<file path="src/hw/rtl/gpm_pkg.sv">
`timescale 1ns / 1ps
`default_nettype none

package gpm_pkg;

    // Fixed field widths of the item and configuration ports
    localparam int CMD_W      = 2;
    localparam int ST_IDX_W   = 6;
    localparam int SLOT_W     = 3;
    localparam int BYTE_W     = 8;
    localparam int CNT_IN_W   = 4;
    localparam int LAST_W     = 6;

    localparam int DEF_MAX_STATES = 64;
    localparam int DEF_NUM_RANGES = 8;

    typedef enum logic [CMD_W-1:0] {
        CMD_WR_RANGE = 2'd0,
        CMD_WR_FLAGS = 2'd1,
        CMD_BYTE     = 2'd2,
        CMD_END      = 2'd3
    } cmd_t;

    // Control broadcast from the top level to every cell
    typedef struct packed {
        logic                step;
        logic                restart;
        logic                wr_range;
        logic                wr_flags;
        logic [SLOT_W-1:0]   slot;
        logic [BYTE_W-1:0]   lo;
        logic [BYTE_W-1:0]   hi;
        logic [CNT_IN_W-1:0] cnt;
        logic                neg;
        logic                loop;
        logic [BYTE_W-1:0]   subject;
    } ctl_t;

endpackage

`default_nettype wire

</file>
<file path="src/hw/rtl/gpm_cell.sv">
`timescale 1ns / 1ps
`default_nettype none

module gpm_cell #(
    parameter int NUM_RANGES = 8,
    parameter bit HEAD       = 1'b0
) (
    input  wire logic         clk,
    input  wire logic         rst_n,
    input  wire gpm_pkg::ctl_t ctl,
    input  wire logic         sel,
    input  wire logic         carry_in,
    output logic              carry_out,
    output logic              active
);
    import gpm_pkg::*;

    localparam int CNT_W = $clog2(NUM_RANGES + 1);
    localparam int EXT_W = 5;

    logic [BYTE_W-1:0] lows_reg  [NUM_RANGES];
    logic [BYTE_W-1:0] highs_reg [NUM_RANGES];
    logic [CNT_W-1:0]  count_reg;
    logic [CNT_W-1:0]  count_next;
    logic              neg_reg;
    logic              loop_reg;
    logic              active_reg;
    logic              active_next;
    logic              in_range;
    logic              hit;
    logic [EXT_W-1:0]  cnt_ext;
    logic [EXT_W-1:0]  cnt_clamped;

    // Range slot storage, one register pair per slot
    for (genvar k = 0; k < NUM_RANGES; k++) begin : g_slot
        always_ff @(posedge clk)
        begin
            if (ctl.wr_range && sel && ({2'b00, ctl.slot} == EXT_W'(k)))
            begin
                lows_reg[k]  <= ctl.lo;
                highs_reg[k] <= ctl.hi;
            end
        end
    end

    always_comb
    begin
        cnt_ext     = {1'b0, ctl.cnt};
        cnt_clamped = (cnt_ext > EXT_W'(NUM_RANGES)) ? EXT_W'(NUM_RANGES) : cnt_ext;
        count_next  = CNT_W'(cnt_clamped);
    end

    always_ff @(posedge clk or negedge rst_n)
    begin
        if (!rst_n)
        begin
            count_reg <= '0;
            neg_reg   <= 1'b0;
            loop_reg  <= 1'b0;
        end
        else if (ctl.wr_flags && sel)
        begin
            count_reg <= count_next;
            neg_reg   <= ctl.neg;
            loop_reg  <= ctl.loop;
        end
    end

    // Class test against all valid slots at once
    always_comb
    begin
        in_range = 1'b0;
        for (int k = 0; k < NUM_RANGES; k++)
        begin
            if ((CNT_W'(k) < count_reg) && (lows_reg[k] <= ctl.subject)
                && (ctl.subject <= highs_reg[k]))
            begin
                in_range = 1'b1;
            end
        end
        hit = (ctl.subject != '0) && (count_reg != '0) && (neg_reg ? !in_range : in_range);
    end

    always_comb
    begin
        active_next = active_reg;
        if (ctl.restart)
        begin
            active_next = HEAD;
        end
        else if (ctl.step)
        begin
            active_next = (active_reg && loop_reg && (ctl.subject != '0)) || carry_in;
        end
    end

    always_ff @(posedge clk or negedge rst_n)
    begin
        if (!rst_n)
        begin
            active_reg <= HEAD;
        end
        else
        begin
            active_reg <= active_next;
        end
    end

    assign carry_out = active_reg && hit;
    assign active    = active_reg;

endmodule

`default_nettype wire

</file>
<file path="config.mk">
export PLATFORM = sky130hd
export DESIGN_NAME = gpm_cell
export DESIGN_NICKNAME = d
export VERILOG_FILES = /design/src/hw/rtl/gpm_pkg.sv /design/src/hw/rtl/gpm_cell.sv
export SDC_FILE = /design/constraint.sdc
export NUM_CORES = 1
export LEC_CHECK = 0
export BUFFER_PORTS_ARGS = -buffer_cell sky130_fd_sc_hd__buf_4
export CAP_MARGIN = 10
export CORE_MARGIN = 2
export CORE_UTILIZATION = 30
export DETAILED_ROUTE_END_ITERATION = 16
export HOLD_SLACK_MARGIN = 0.06
export RECOVER_POWER = 100
export SYNTH_ARGS = -nofsm -noshare
export SYNTH_HDL_FRONTEND = slang
export SYNTH_SLANG_ARGS = --single-unit
export TNS_END_PERCENT = 50
</file>
<file path="constraint.sdc">
create_clock -name clk -period 3 [get_ports clk]
set_input_delay 0.45 -clock clk [delete_from_list [all_inputs] [get_ports clk]]
set_output_delay 0.45 -clock clk [all_outputs]
set_load 0.05 [all_outputs]
</file>
==> results.md <==
* Status: finished with violations
* Failing checks: setup timing
* Setup CP Type: register to primary output
* FF-to-FF Start: active
* Worst Setup EP: carry_out
* Final antenna diode count at 0
* Final Setup Violations at 1
* Final hold viol count at 0
* Vias per cell at 4.71
* Share of cells above drive strength 1 at 14.4%
* Clock sink count at 135
* Post-synth EDFFs at 128
* Reg2reg end: active
* Number of nets in the layout at 851
* GR Overflow Total at 0
* Worst hold-check path type: primary input to register
* TritonCTS clock tree: yes
* Max VDD drop at 0.347 mV
* Clock Tree Buf Depth at 2
* Largest net degree at the start of global routing at 17
* Clock-pin transition on the worst setup and hold timing paths at 0.06 ns
* Area grow syn2layout at 21.9%
* Period utilization at 106%
* Initial Utilization at 30.2%
* Critical path endpoint category: primary output
* Register area share after synthesis at 55.2%
* CTS Buf Count at 17
* RSZ-0062 raised after global routing: true
* Global-route wire length before repair at 27.0 mm
* Root Driver: clkbuf_16
* Core Area at 24100 sq um
* Number of distinct library cells after synthesis at 35
* Worst reg2reg setup slack at 1.92 ns
* Slew @ Worst Pin at 1.28 ns
* Power Total at 4.69 mW
* Clk Latency, worst-skew pair at 0.41 ns
* Min Tclk post-route at 3.18 ns
* Avg Synthesized Cell Area at 12.6 sq um
* Die Y at 160 microns
* Antenna violations before repair at 0
* Syn_nets at 749
* IO buf count at 42
* Syn Inst Count at 580
* Vias post-DR at 4791
* DRC at 0
* Slew Viols, Final at 0
* #FFs+latches synth at 135
* Clock power frac at 43.4%
* Sw Pwr at 1.08 mW
* Max-Cap Viols at 0
* Mapped Area at 7280 sq um
* Crit Path Max Fanout at 2
* Routed Antenna Nets at 0
* WL/cell at 17.0 microns
* Dpl ws at -0.338 ns
* H-tree levels at 4
* Leakage power at 3.60 nW
* Comb power frac at 10.9%
* Final Skew at 0.000621 ns
* Max-slew headroom at 14.8%
* Fmax at 0.314 GHz
* Num rows at 57
* CP Launch Point: lows_reg[0][17]
* Vias in the first global route at 4846
* Crit path launch type: register
* Tot GR Track Use at 13.9%
* Final WS setup at -0.180 ns
* Int Power at 3.61 mW
* Die width at 160 microns
* Ys flop type: edfxtp_1
* Final wirelength at 17.3 mm
* Routability cong. at 0.815
* R2R cell count at 3
* Worst EP arrival at 2.73 ns
* IO Pins at 43
* Seq pwr share at 45.6%
* DPL Wire Length at 12.7 mm
* Yosys warnings at 0
* Drt pass-1 iters at 5
* Sw Ratio at 23.0%
* 1st-iter DRT viols at 333
* Power Density at 528 nW/um^2
* Proportion of synthesized flip-flops having asynchronous set or reset at 5.19%
* Full die area at 25500 sq um
* Worst path required time at 2.55 ns
* Fill cells at 2384
-- synthesized netlist by cell type, types with 3 or more instances --
cell | n | area, sq um
nand4_1 | 32 | 200
nand2b_1 | 8 | 50.1
ha_1 | 128 | 1600
a21oi_1 | 66 | 330
o22ai_1 | 6 | 37.5
mux2_2 | 3 | 33.8
edfxtp_1 | 128 | 3840
nor2_1 | 7 | 26.3
o21ai_0 | 27 | 135
nor2b_1 | 14 | 87.6
nor3_1 | 5 | 25.0
inv_1 | 78 | 293
dfrtp_1 | 7 | 175
a32o_1 | 3 | 30.0
o211ai_1 | 11 | 82.6
nand3_1 | 3 | 15.0
o21a_1 | 3 | 22.5
nand2_1 | 29 | 109
-- layout by cell type, fill, tap and decap left out, types with 2 or more instances in the layout --
master / count
o21ai_0: 22
o21ai_1: 6
nand2b_1: 8
nand2_1: 29
nand3b_1: 2
nor2_1: 7
clkinv_1: 4
clkbuf_16: 17
inv_1: 77
dfrtp_1: 7
ha_4: 2
buf_4: 51
bufinv_16: 3
o21a_1: 3
a32o_2: 2
o211ai_1: 11
edfxtp_1: 128
nor3_1: 4
clkinvlp_4: 3
nor2b_1: 13
nand4_1: 32
ha_1: 126
a21oi_1: 63
o21ai_2: 2
o22a_1: 2
nor4_1: 2
nand3_1: 3
mux2_2: 3
clkinv_2: 3
a21oi_2: 4
clkbuf_1: 31
o22ai_1: 5
-- per-layer routing --
layer | GRT usage (%) | wire (microns) | up-vias
met2 | 23.1 | 8200 | 92
met4 | 4.42 | 280 | 0
met5 | 0 | 0 | -
li1 | - | - | 2386
met3 | 2.39 | 549 | 16
met1 | 18.7 | 8300 | 2297
-- metrics by stage --
stage	TNS (ns)	utilization (%)	std cells	hold WS, ns	area (sq um)
global route	-0.313	36.8	1018	0.181	8870
detailed placement	-0.338	34.4	984	0.267	8300
floorplan	0	-	580	0.154	7280
CTS	-0.199	37.2	1018	0.165	8970
finish	-0.180	36.8	1018	0.178	8870
global placement	-0.331	34.4	984	0.268	8300
-- logic make-up after synthesis --
| family | after synthesis | share of synthesized area, % |
|---|---|---|
| and+or+nand+nor | 106 | 8.03 |
| muxes | 5 | 0.739 |
| AOI/OAI and AO/OA | 128 | 10.0 |
| DFF | 135 | 55.2 |
| adders and majority gates | 128 | 22.0 |
| buffers and inverters | 78 | 4.02 |
-- worst min path at each step --
stage / start / end / slack (ns) / cells past startpoint
5_1_grt: ctl[35] / active / 0.18 / 2
2_1_floorplan: rst_n / active / 0.15 / 0
6_report: ctl[35] / active / 0.18 / 2
3_5_place_dp: rst_n / neg_reg / 0.27 / 1
4_1_cts: ctl[35] / active / 0.16 / 2
3_3_place_gp: rst_n / neg_reg / 0.27 / 1
-- cell type report --
class                      instances  area (sq um)  area share [%]
tap                              324           405            4.57
multi-input combinational        367          3050            34.4
timing repair buffer              83           533            6.01
sequential                       135          4020            45.3
clock buffer                      19           433            4.88
inverter                          78           297            3.34
clock inverter                    12           135            1.52
-- power groups by stage --
stage               clock (mW)  combinational (mW)  sequential (mW)
global route              2.14               0.578             2.14
finish                    2.04               0.513             2.14
CTS                       2.07               0.527             2.14
detailed placement           0               0.504             2.17
global placement             0               0.499             2.17
floorplan                    0               0.264             2.17
-- what timing repair did --
item | CTS | global route
buffers inserted | 2 | 0
hold buffers | 1 | 0
pin swaps | 5 | 3
endpoints found under the hold margin | 7 | 0
resized for setup | 12 | 8
endpoints found under the setup margin | 1 | 1
-- worst max-delay path, stage by stage, from the launching register on --
cell and delay [ns]:
edfxtp_1 0.42, ha_4 0.30, nor2b_4 0.12, o211ai_1 0.08, a21oi_1 0.13, o22ai_1 0.10
a32o_2 0.30, nor4_4 0.31, buf_4 0.16, mux2i_2 0.21, buf_6 0.18
No activity file was read; power rests on OpenSTA's default activity.
