[src/hw/rtl/gpm_pkg.sv]
`timescale 1ns / 1ps
`default_nettype none

package gpm_pkg;

    // Fixed field widths of the item and configuration ports
    localparam int CMD_W      = 2;
    localparam int ST_IDX_W   = 6;
    localparam int SLOT_W     = 3;
    localparam int BYTE_W     = 8;
    localparam int CNT_IN_W   = 4;
    localparam int LAST_W     = 6;

    localparam int DEF_MAX_STATES = 64;
    localparam int DEF_NUM_RANGES = 8;

    typedef enum logic [CMD_W-1:0] {
        CMD_WR_RANGE = 2'd0,
        CMD_WR_FLAGS = 2'd1,
        CMD_BYTE     = 2'd2,
        CMD_END      = 2'd3
    } cmd_t;

    // Control broadcast from the top level to every cell
    typedef struct packed {
        logic                step;
        logic                restart;
        logic                wr_range;
        logic                wr_flags;
        logic [SLOT_W-1:0]   slot;
        logic [BYTE_W-1:0]   lo;
        logic [BYTE_W-1:0]   hi;
        logic [CNT_IN_W-1:0] cnt;
        logic                neg;
        logic                loop;
        logic [BYTE_W-1:0]   subject;
    } ctl_t;

endpackage

`default_nettype wire

[src/hw/rtl/gpm_out_buf.sv]
`timescale 1ns / 1ps
`default_nettype none

module gpm_out_buf (
    input  wire logic clk,
    input  wire logic rst_n,
    input  wire logic push,
    input  wire logic push_data,
    output logic      full,
    output logic      result_valid,
    input  wire logic result_stall,
    output logic      matched
);
    import gpm_pkg::*;

    logic out_valid_reg;
    logic out_valid_next;
    logic out_data_reg;
    logic out_data_next;
    logic skid_valid_reg;
    logic skid_valid_next;
    logic skid_data_reg;
    logic skid_data_next;
    logic pop;

    assign pop = out_valid_reg && !result_stall;

    always_comb
    begin
        out_valid_next  = out_valid_reg;
        out_data_next   = out_data_reg;
        skid_valid_next = skid_valid_reg;
        skid_data_next  = skid_data_reg;
        if (pop || !out_valid_reg)
        begin
            if (skid_valid_reg)
            begin
                out_valid_next  = 1'b1;
                out_data_next   = skid_data_reg;
                skid_valid_next = push;
                skid_data_next  = push_data;
            end
            else
            begin
                out_valid_next = push;
                out_data_next  = push_data;
            end
        end
        else if (push)
        begin
            skid_valid_next = 1'b1;
            skid_data_next  = push_data;
        end
    end

    always_ff @(posedge clk or negedge rst_n)
    begin
        if (!rst_n)
        begin
            out_valid_reg  <= 1'b0;
            skid_valid_reg <= 1'b0;
        end
        else
        begin
            out_valid_reg  <= out_valid_next;
            skid_valid_reg <= skid_valid_next;
        end
    end

    always_ff @(posedge clk)
    begin
        out_data_reg  <= out_data_next;
        skid_data_reg <= skid_data_next;
    end

    assign full         = skid_valid_reg;
    assign result_valid = out_valid_reg;
    assign matched      = out_data_reg;

    // skid slot only fills behind a waiting output
    a_skid_behind_out: assert property (@(posedge clk) disable iff (!rst_n)
        skid_valid_reg |-> out_valid_reg)
        else $error("skid entry without output entry");

    a_no_push_when_full: assert property (@(posedge clk) disable iff (!rst_n)
        skid_valid_reg |-> !push)
        else $error("result pushed into full buffer");

    a_skid_drains: assert property (@(posedge clk) disable iff (!rst_n)
        (skid_valid_reg && pop) |=> (out_valid_reg && (out_data_reg == $past(skid_data_reg))))
        else $error("skid entry lost on drain");

endmodule

`default_nettype wire

[config.mk]
export PLATFORM = sky130hd
export DESIGN_NAME = gpm_out_buf
export DESIGN_NICKNAME = d
export VERILOG_FILES = /design/src/hw/rtl/gpm_pkg.sv /design/src/hw/rtl/gpm_out_buf.sv
export SDC_FILE = /design/constraint.sdc
export NUM_CORES = 1
export LEC_CHECK = 0
export ABC_AREA = 1
export BUFFER_PORTS_ARGS = -buffer_cell sky130_fd_sc_hd__buf_2
export CORE_AREA = 2 2 39 41
export DETAILED_ROUTE_END_ITERATION = 6
export DIE_AREA = 0 0 41 43
export SLEW_MARGIN = 20
export SYNTH_ARGS = -nofsm -noshare
export SYNTH_HDL_FRONTEND = slang
export SYNTH_SLANG_ARGS = --single-unit
[constraint.sdc]
create_clock -name clk -period 1.9 [get_ports clk]
set_input_delay 0.285 -clock clk [delete_from_list [all_inputs] [get_ports clk]]
set_output_delay 0.285 -clock clk [all_outputs]
set_load 0.005 [all_outputs]
==> results of run 1 <==
[power groups by stage]
stage	clock network, mW	registers [mW]	logic [mW]
floorplan	0	0.112	0.0149
global placement	0	0.112	0.0303
detailed placement	0	0.112	0.0317
CTS	0.122	0.110	0.0334
global route	0.127	0.112	0.0375
finish	0.115	0.110	0.0326
[per-layer routing]
metal | up-vias | part of all wire | global-route usage
li1 | 78 | - | -
met1 | 56 | 0.42 | 0.0383
met5 | - | 0 | 0
met4 | 0 | 0.027 | 0.120
met2 | 7 | 0.42 | 0.0469
met3 | 2 | 0.13 | 0.0157
[metrics by stage]
step                utilization  hold WS, ns
floorplan                     -      -0.0106
global placement          0.157       0.0703
detailed placement        0.157       0.0716
CTS                       0.184        0.229
global route              0.184        0.237
finish                    0.184        0.238
[how the worst min path moves through the flow]
stage / endpoint / cells past startpoint / slack (ns)
global placement: result_valid / 1 / 0.07
detailed placement: result_valid / 1 / 0.07
CTS: skid_data_reg / 1 / 0.23
floorplan: full / 0 / -0.01
global route: skid_data_reg / 1 / 0.24
finish: skid_data_reg / 1 / 0.24
[cell type report]
cell class	count	area share
sequential	4	0.433
multi-input combinational	12	0.192
timing repair buffer	8	0.177
clock buffer	4	0.103
tap	16	0.0788
inverter	1	0.0148
[cell usage in the layout (no fill, tap or decap)]
master	netlist	routed
buf_2	0	7
clkbuf_1	0	1
clkbuf_4	0	3
dfrtp_1	2	2
dlygate4sd3_1	0	1
edfxtp_1	2	2
inv_2	1	1
nand2_1	9	9
nand2_2	1	1
nand3_1	1	1
nor2_1	1	1
[Yosys cell counts]
cell type,instances,area (µm²)
nand2_2,1,6.26
inv_2,1,3.75
nor2_1,1,3.75
dfrtp_1,2,50.1
edfxtp_1,2,60.1
nand3_1,1,5.00
nand2_1,9,33.8
[kinds of logic (layout without fill, tap and decap cells)]
family,Yosys count,in the layout,share of synthesized area
buffers and inverters,1,13,0.0231
flip-flops,4,4,0.677
AND/OR/NAND/NOR,12,12,0.300
==> results.py, run 1 <==
metrics = {
    "run_status": {
        "outcome": "complete, no violations",
    },
    "final_layout": {
        "seq_area_um2": 110,
        "diodes": 0,
        "multi_input_area_um2": 48.8,
        "final_area_um2": 254,
        "fillerInstances": 157,
        "area_growth_pct": 56.2,
        "finalNetCount": 35,
        "fin_cells": 45,
        "drive_gt1_frac": 0.414,
    },
    "critical_path": {
        "path_max_fanout": 6,
        "worstPathCellList": "buf_2",
        "crit_start": "full",
        "critPathLaunchType": "flop",
        "critPathTopFamily": "flip-flops",
        "cp_slowest_cell": "dfrtp_1",
        "rrSetupSlack_ns": 0.97,
        "worst_ep_arrival_time_ns": 0.81,
        "cp.depth": 1,
        "worst-path-buf-inv": 1,
        "ff2ff_path_depth": 4,
        "rr_endpoint": "skid_data_reg",
        "crit_type": "flop to output pin",
        "required_ns": 1.62,
        "r2r_start": "full",
        "crit_end": "full",
        "worstSetupEndpointType": "output pin",
        "slowest_delay_ns": 0.42,
    },
    "route": {
        "first_iter_violations": 0,
        "drc": 0,
        "drt_wl_total_um": 332,
        "antenna_left": 0,
        "via_per_inst": 3.18,
        "wl_per_cell_um": 7.38,
        "dr_total_vias": 143,
        "drtPass1Iterations": 1,
    },
    "power_and_ir_drop": {
        "max-vdd-ir-drop_mv": 0.0973,
        "p_int_uw": 198,
        "leakage_nw": 0.124,
        "power.density_nw_per_um2": 1020,
        "combPwrFrac": 0.126,
        "clkPwrFrac": 0.447,
        "pwr-share-seq": 0.427,
        "p_sw_uw": 60.2,
        "p_sw_frac": 0.233,
        "total_power_uw": 258,
    },
    "cts": {
        "postCtsHoldBufs": 1,
        "post_cts_buffers": 0,
        "clock_sinks": 4,
        "cts_root_buffer": "clkbuf_4",
        "tritoncts": "built",
        "cts.clk_slew.worst_paths_ns": 0.04,
        "clk_latency_ns": 0.24,
        "htreeDepth": 1,
        "numCtsBuffers": 3,
        "post_cts_resized": 0,
        "clockBufferDepth": 2,
    },
    "sta": {
        "setup_viol": 0,
        "finalClockSkew_ns": 0.00772,
        "setup_slack_ns": 0.810,
        "tightest_slew_ns": 0.182,
        "setup_tns_ns": 0,
        "max-slew-margin-rel": 0.879,
        "fin_crit_ns": 1.09,
        "finalHoldViolCount": 0,
        "drv_slew": 0,
        "rsz0062_at_grt": "no",
        "fin_crit_sh": 0.574,
        "max_clock_freq_mhz": 917,
    },
    "worst_hold_path": {
        "min_path_type": "input port to flop",
        "min-delay-start": "push_data",
    },
    "global_routing": {
        "grt_usage": 0.0481,
        "grt_pass1_vias": 114,
        "antenna_found_initial": 0,
        "grt_pass1_wl_um": 427,
        "grt_overflow_total": 0,
        "grt_max_degree": 7,
    },
    "yosys": {
        "syn-num-nets": 22,
        "synthCells": 17,
        "syn_avg_cell_area_um2": 9.57,
        "ys_warn_count": 0,
        "synth.distinct_cells": 7,
        "yosysSeqAreaShare": 0.677,
        "synthesis.area_um2": 163,
        "ys_ff_latch": 4,
    },
    "floorplan": {
        "die_width_um": 41,
        "die_area_um2": 1760,
        "ios": 8,
        "rows": 14,
        "die_y_um": 43,
        "core_area_um2": 1380,
        "initial_utilization": 0.118,
    },
    "placed_design": {
        "hpwlAfterDp_um": 256,
        "dpl.cell_count": 40,
        "place.gp.congestion": 0.622,
        "dpl-instance-area_um2": 218,
        "place_ws_ns": 0.953,
        "io_buffers": 7,
    },
    "job": {
        "drv_cap": 0,
    },
}
No activity file was read; power rests on OpenSTA's default activity.
==> run 2: changes to the inputs <==
- clock period: 1.9 -> 0.9 ns (I/O delays scaled with it)
==> run 2 against run 1 <==
Compared with the run above: the run now ends with setup timing left; register-to-register slack worse by 1.1 ns; clock power up 110%; sequential share of layout area down 12 points; worst hold slack worse by 0.14 ns; non-clock buffer count up 7; final area up 40%; critical path depth up 1; flip-flop and latch count unchanged; critical path type unchanged.
==> results.py, run 2 (synthesized netlist as in run 1, its figures left out) <==
metrics = {
    "placed_design": {
        "dpl.cell_count": 44,
        "dpl-instance-area_um2": 248,
        "place_ws_ns": -0.0351,
        "place.gp.congestion": 0.628,
        "io_buffers": 7,
    },
    "power_and_ir_drop": {
        "leakage_nw": 0.172,
        "power.density_nw_per_um2": 1830,
        "total_power_uw": 650,
        "max-vdd-ir-drop_mv": 0.306,
    },
    "critical_path": {
        "slowest_delay_ns": 0.39,
        "rrSetupSlack_ns": -0.08,
        "path_max_fanout": 2,
        "ff2ff_path_depth": 5,
        "r2r_start": "full",
        "rr_endpoint": "skid_data_reg",
        "crit_type": "flop to output pin",
        "worst_ep_arrival_time_ns": 0.85,
        "worstPathCellList": "buf_6, buf_6",
        "crit_end": "full",
        "critPathLaunchType": "flop",
        "cpMostUsedCell": "buf_6",
        "required_ns": 0.76,
        "crit_start": "full",
        "worstSetupEndpointType": "output pin",
        "cp_slowest_cell": "dfrtp_1",
    },
    "final_layout": {
        "area_growth_pct": 118,
        "final_common_cell": "buf_6",
        "mostFrequentLayoutCells": "7 x buf_6, 5 x nand2_1, 5 x buf_2, 4 x nand2_2, 3 x clkbuf_4",
        "final_area_um2": 355,
        "drive_gt1_frac": 0.639,
        "fin_cells": 52,
        "fillerInstances": 158,
        "fin_util": 0.257,
        "finalNetCount": 42,
        "multi_input_area_um2": 63.8,
        "diodes": 0,
        "seq_area_um2": 110,
    },
    "floorplan": {
        "die_area_um2": 1760,
        "core_area_um2": 1380,
        "ios": 8,
        "rows": 14,
        "die_width_um": 41,
        "die_y_um": 43,
        "initial_utilization": 0.118,
    },
    "sta": {
        "fin_crit_sh": 1.09,
        "fin_crit_ns": 0.980,
        "tightest_slew_ns": 0.115,
        "setup_tns_ns": -0.326,
        "drv_slew": 0,
        "finalHoldViolCount": 0,
        "max_clock_freq_mhz": 1020,
        "max-slew-margin-rel": 0.923,
        "setup_slack_ns": -0.0805,
        "setup_viol": 5,
        "finalClockSkew_ns": 0.0110,
        "hold_slack_ns": 0.0982,
        "rsz0062_at_grt": "yes",
    },
    "route": {
        "via_per_inst": 3.58,
        "antenna_left": 0,
        "dr_total_vias": 186,
        "first_iter_violations": 0,
        "wl_per_cell_um": 8.54,
        "drtPass1Iterations": 1,
        "drt_wl_total_um": 444,
        "drc": 0,
    },
    "worst_hold_path": {
        "min-delay-start": "push_data",
        "min_path_type": "input port to flop",
    },
    "cts": {
        "clockBufferDepth": 2,
        "htreeDepth": 1,
        "clock_sinks": 4,
        "clk_latency_ns": 0.24,
        "tritoncts": "built",
        "cts_root_buffer": "clkbuf_4",
        "cts.clk_slew.worst_paths_ns": 0.04,
        "numCtsBuffers": 3,
    },
    "global_routing": {
        "grt_overflow_total": 0,
        "grt_pass1_wl_um": 641,
        "grt_max_degree": 4,
        "grt_pass1_vias": 179,
        "antenna_found_initial": 0,
        "grt_usage": 0.0632,
    },
    "run_status": {
        "violations": "setup timing",
        "outcome": "finished with violations",
    },
    "job": {
        "drv_cap": 0,
    },
}
[run 2: area by class of cell]
| type | instances | area share |
|---|---|---|
| Clock buffer | 4 | 0.0739 |
| Timing Repair Buffer | 15 | 0.363 |
| Multi-Input combinational cell | 12 | 0.180 |
| Tap cell | 16 | 0.0563 |
| Inverter | 1 | 0.0176 |
| Sequential cell | 4 | 0.310 |
[run 2: how the worst min path moves through the flow]
stage	cells past startpoint	endpoint
finish	1	skid_data_reg
global route	1	skid_data_reg
CTS	1	skid_data_reg
detailed placement	1	result_valid
global placement	1	result_valid
floorplan	0	full
[run 2: power breakdown]
part	switching [mW]	leakage [nW]	internal (mW)
combinational	0.0693	0.116	0.107
clock	0.0783	0.0150	0.167
sequential	0.0110	0.0414	0.218
total	0.159	0.172	0.491
[run 2: repair_timing]
| item | in CTS | in global routing |
|---|---|---|
| endpoints found under the setup margin | 4 | 8 |
| resized for setup | 5 | 8 |
| hold endpoints to repair | 2 | 0 |
| setup buffers | 3 | 0 |
| pin swaps | 0 | 4 |
| hold buffers | 1 | 0 |
[run 2: critical path, delay by kind of cell (launching register included)]
family / cells / cell delay (ns)
buffers and inverters: 2 / 0.23
DFF: 1 / 0.39
[run 2: layer usage]
layer | vias to the layer above | wire, µm | track usage | share of wire
met5 | - | 0 | 0 | 0
met4 | 0 | 0 | 0.100 | 0
met3 | 0 | 30 | 0.0157 | 0.068
met2 | 7 | 241 | 0.0906 | 0.54
met1 | 87 | 172 | 0.0513 | 0.39
li1 | 92 | - | - | -
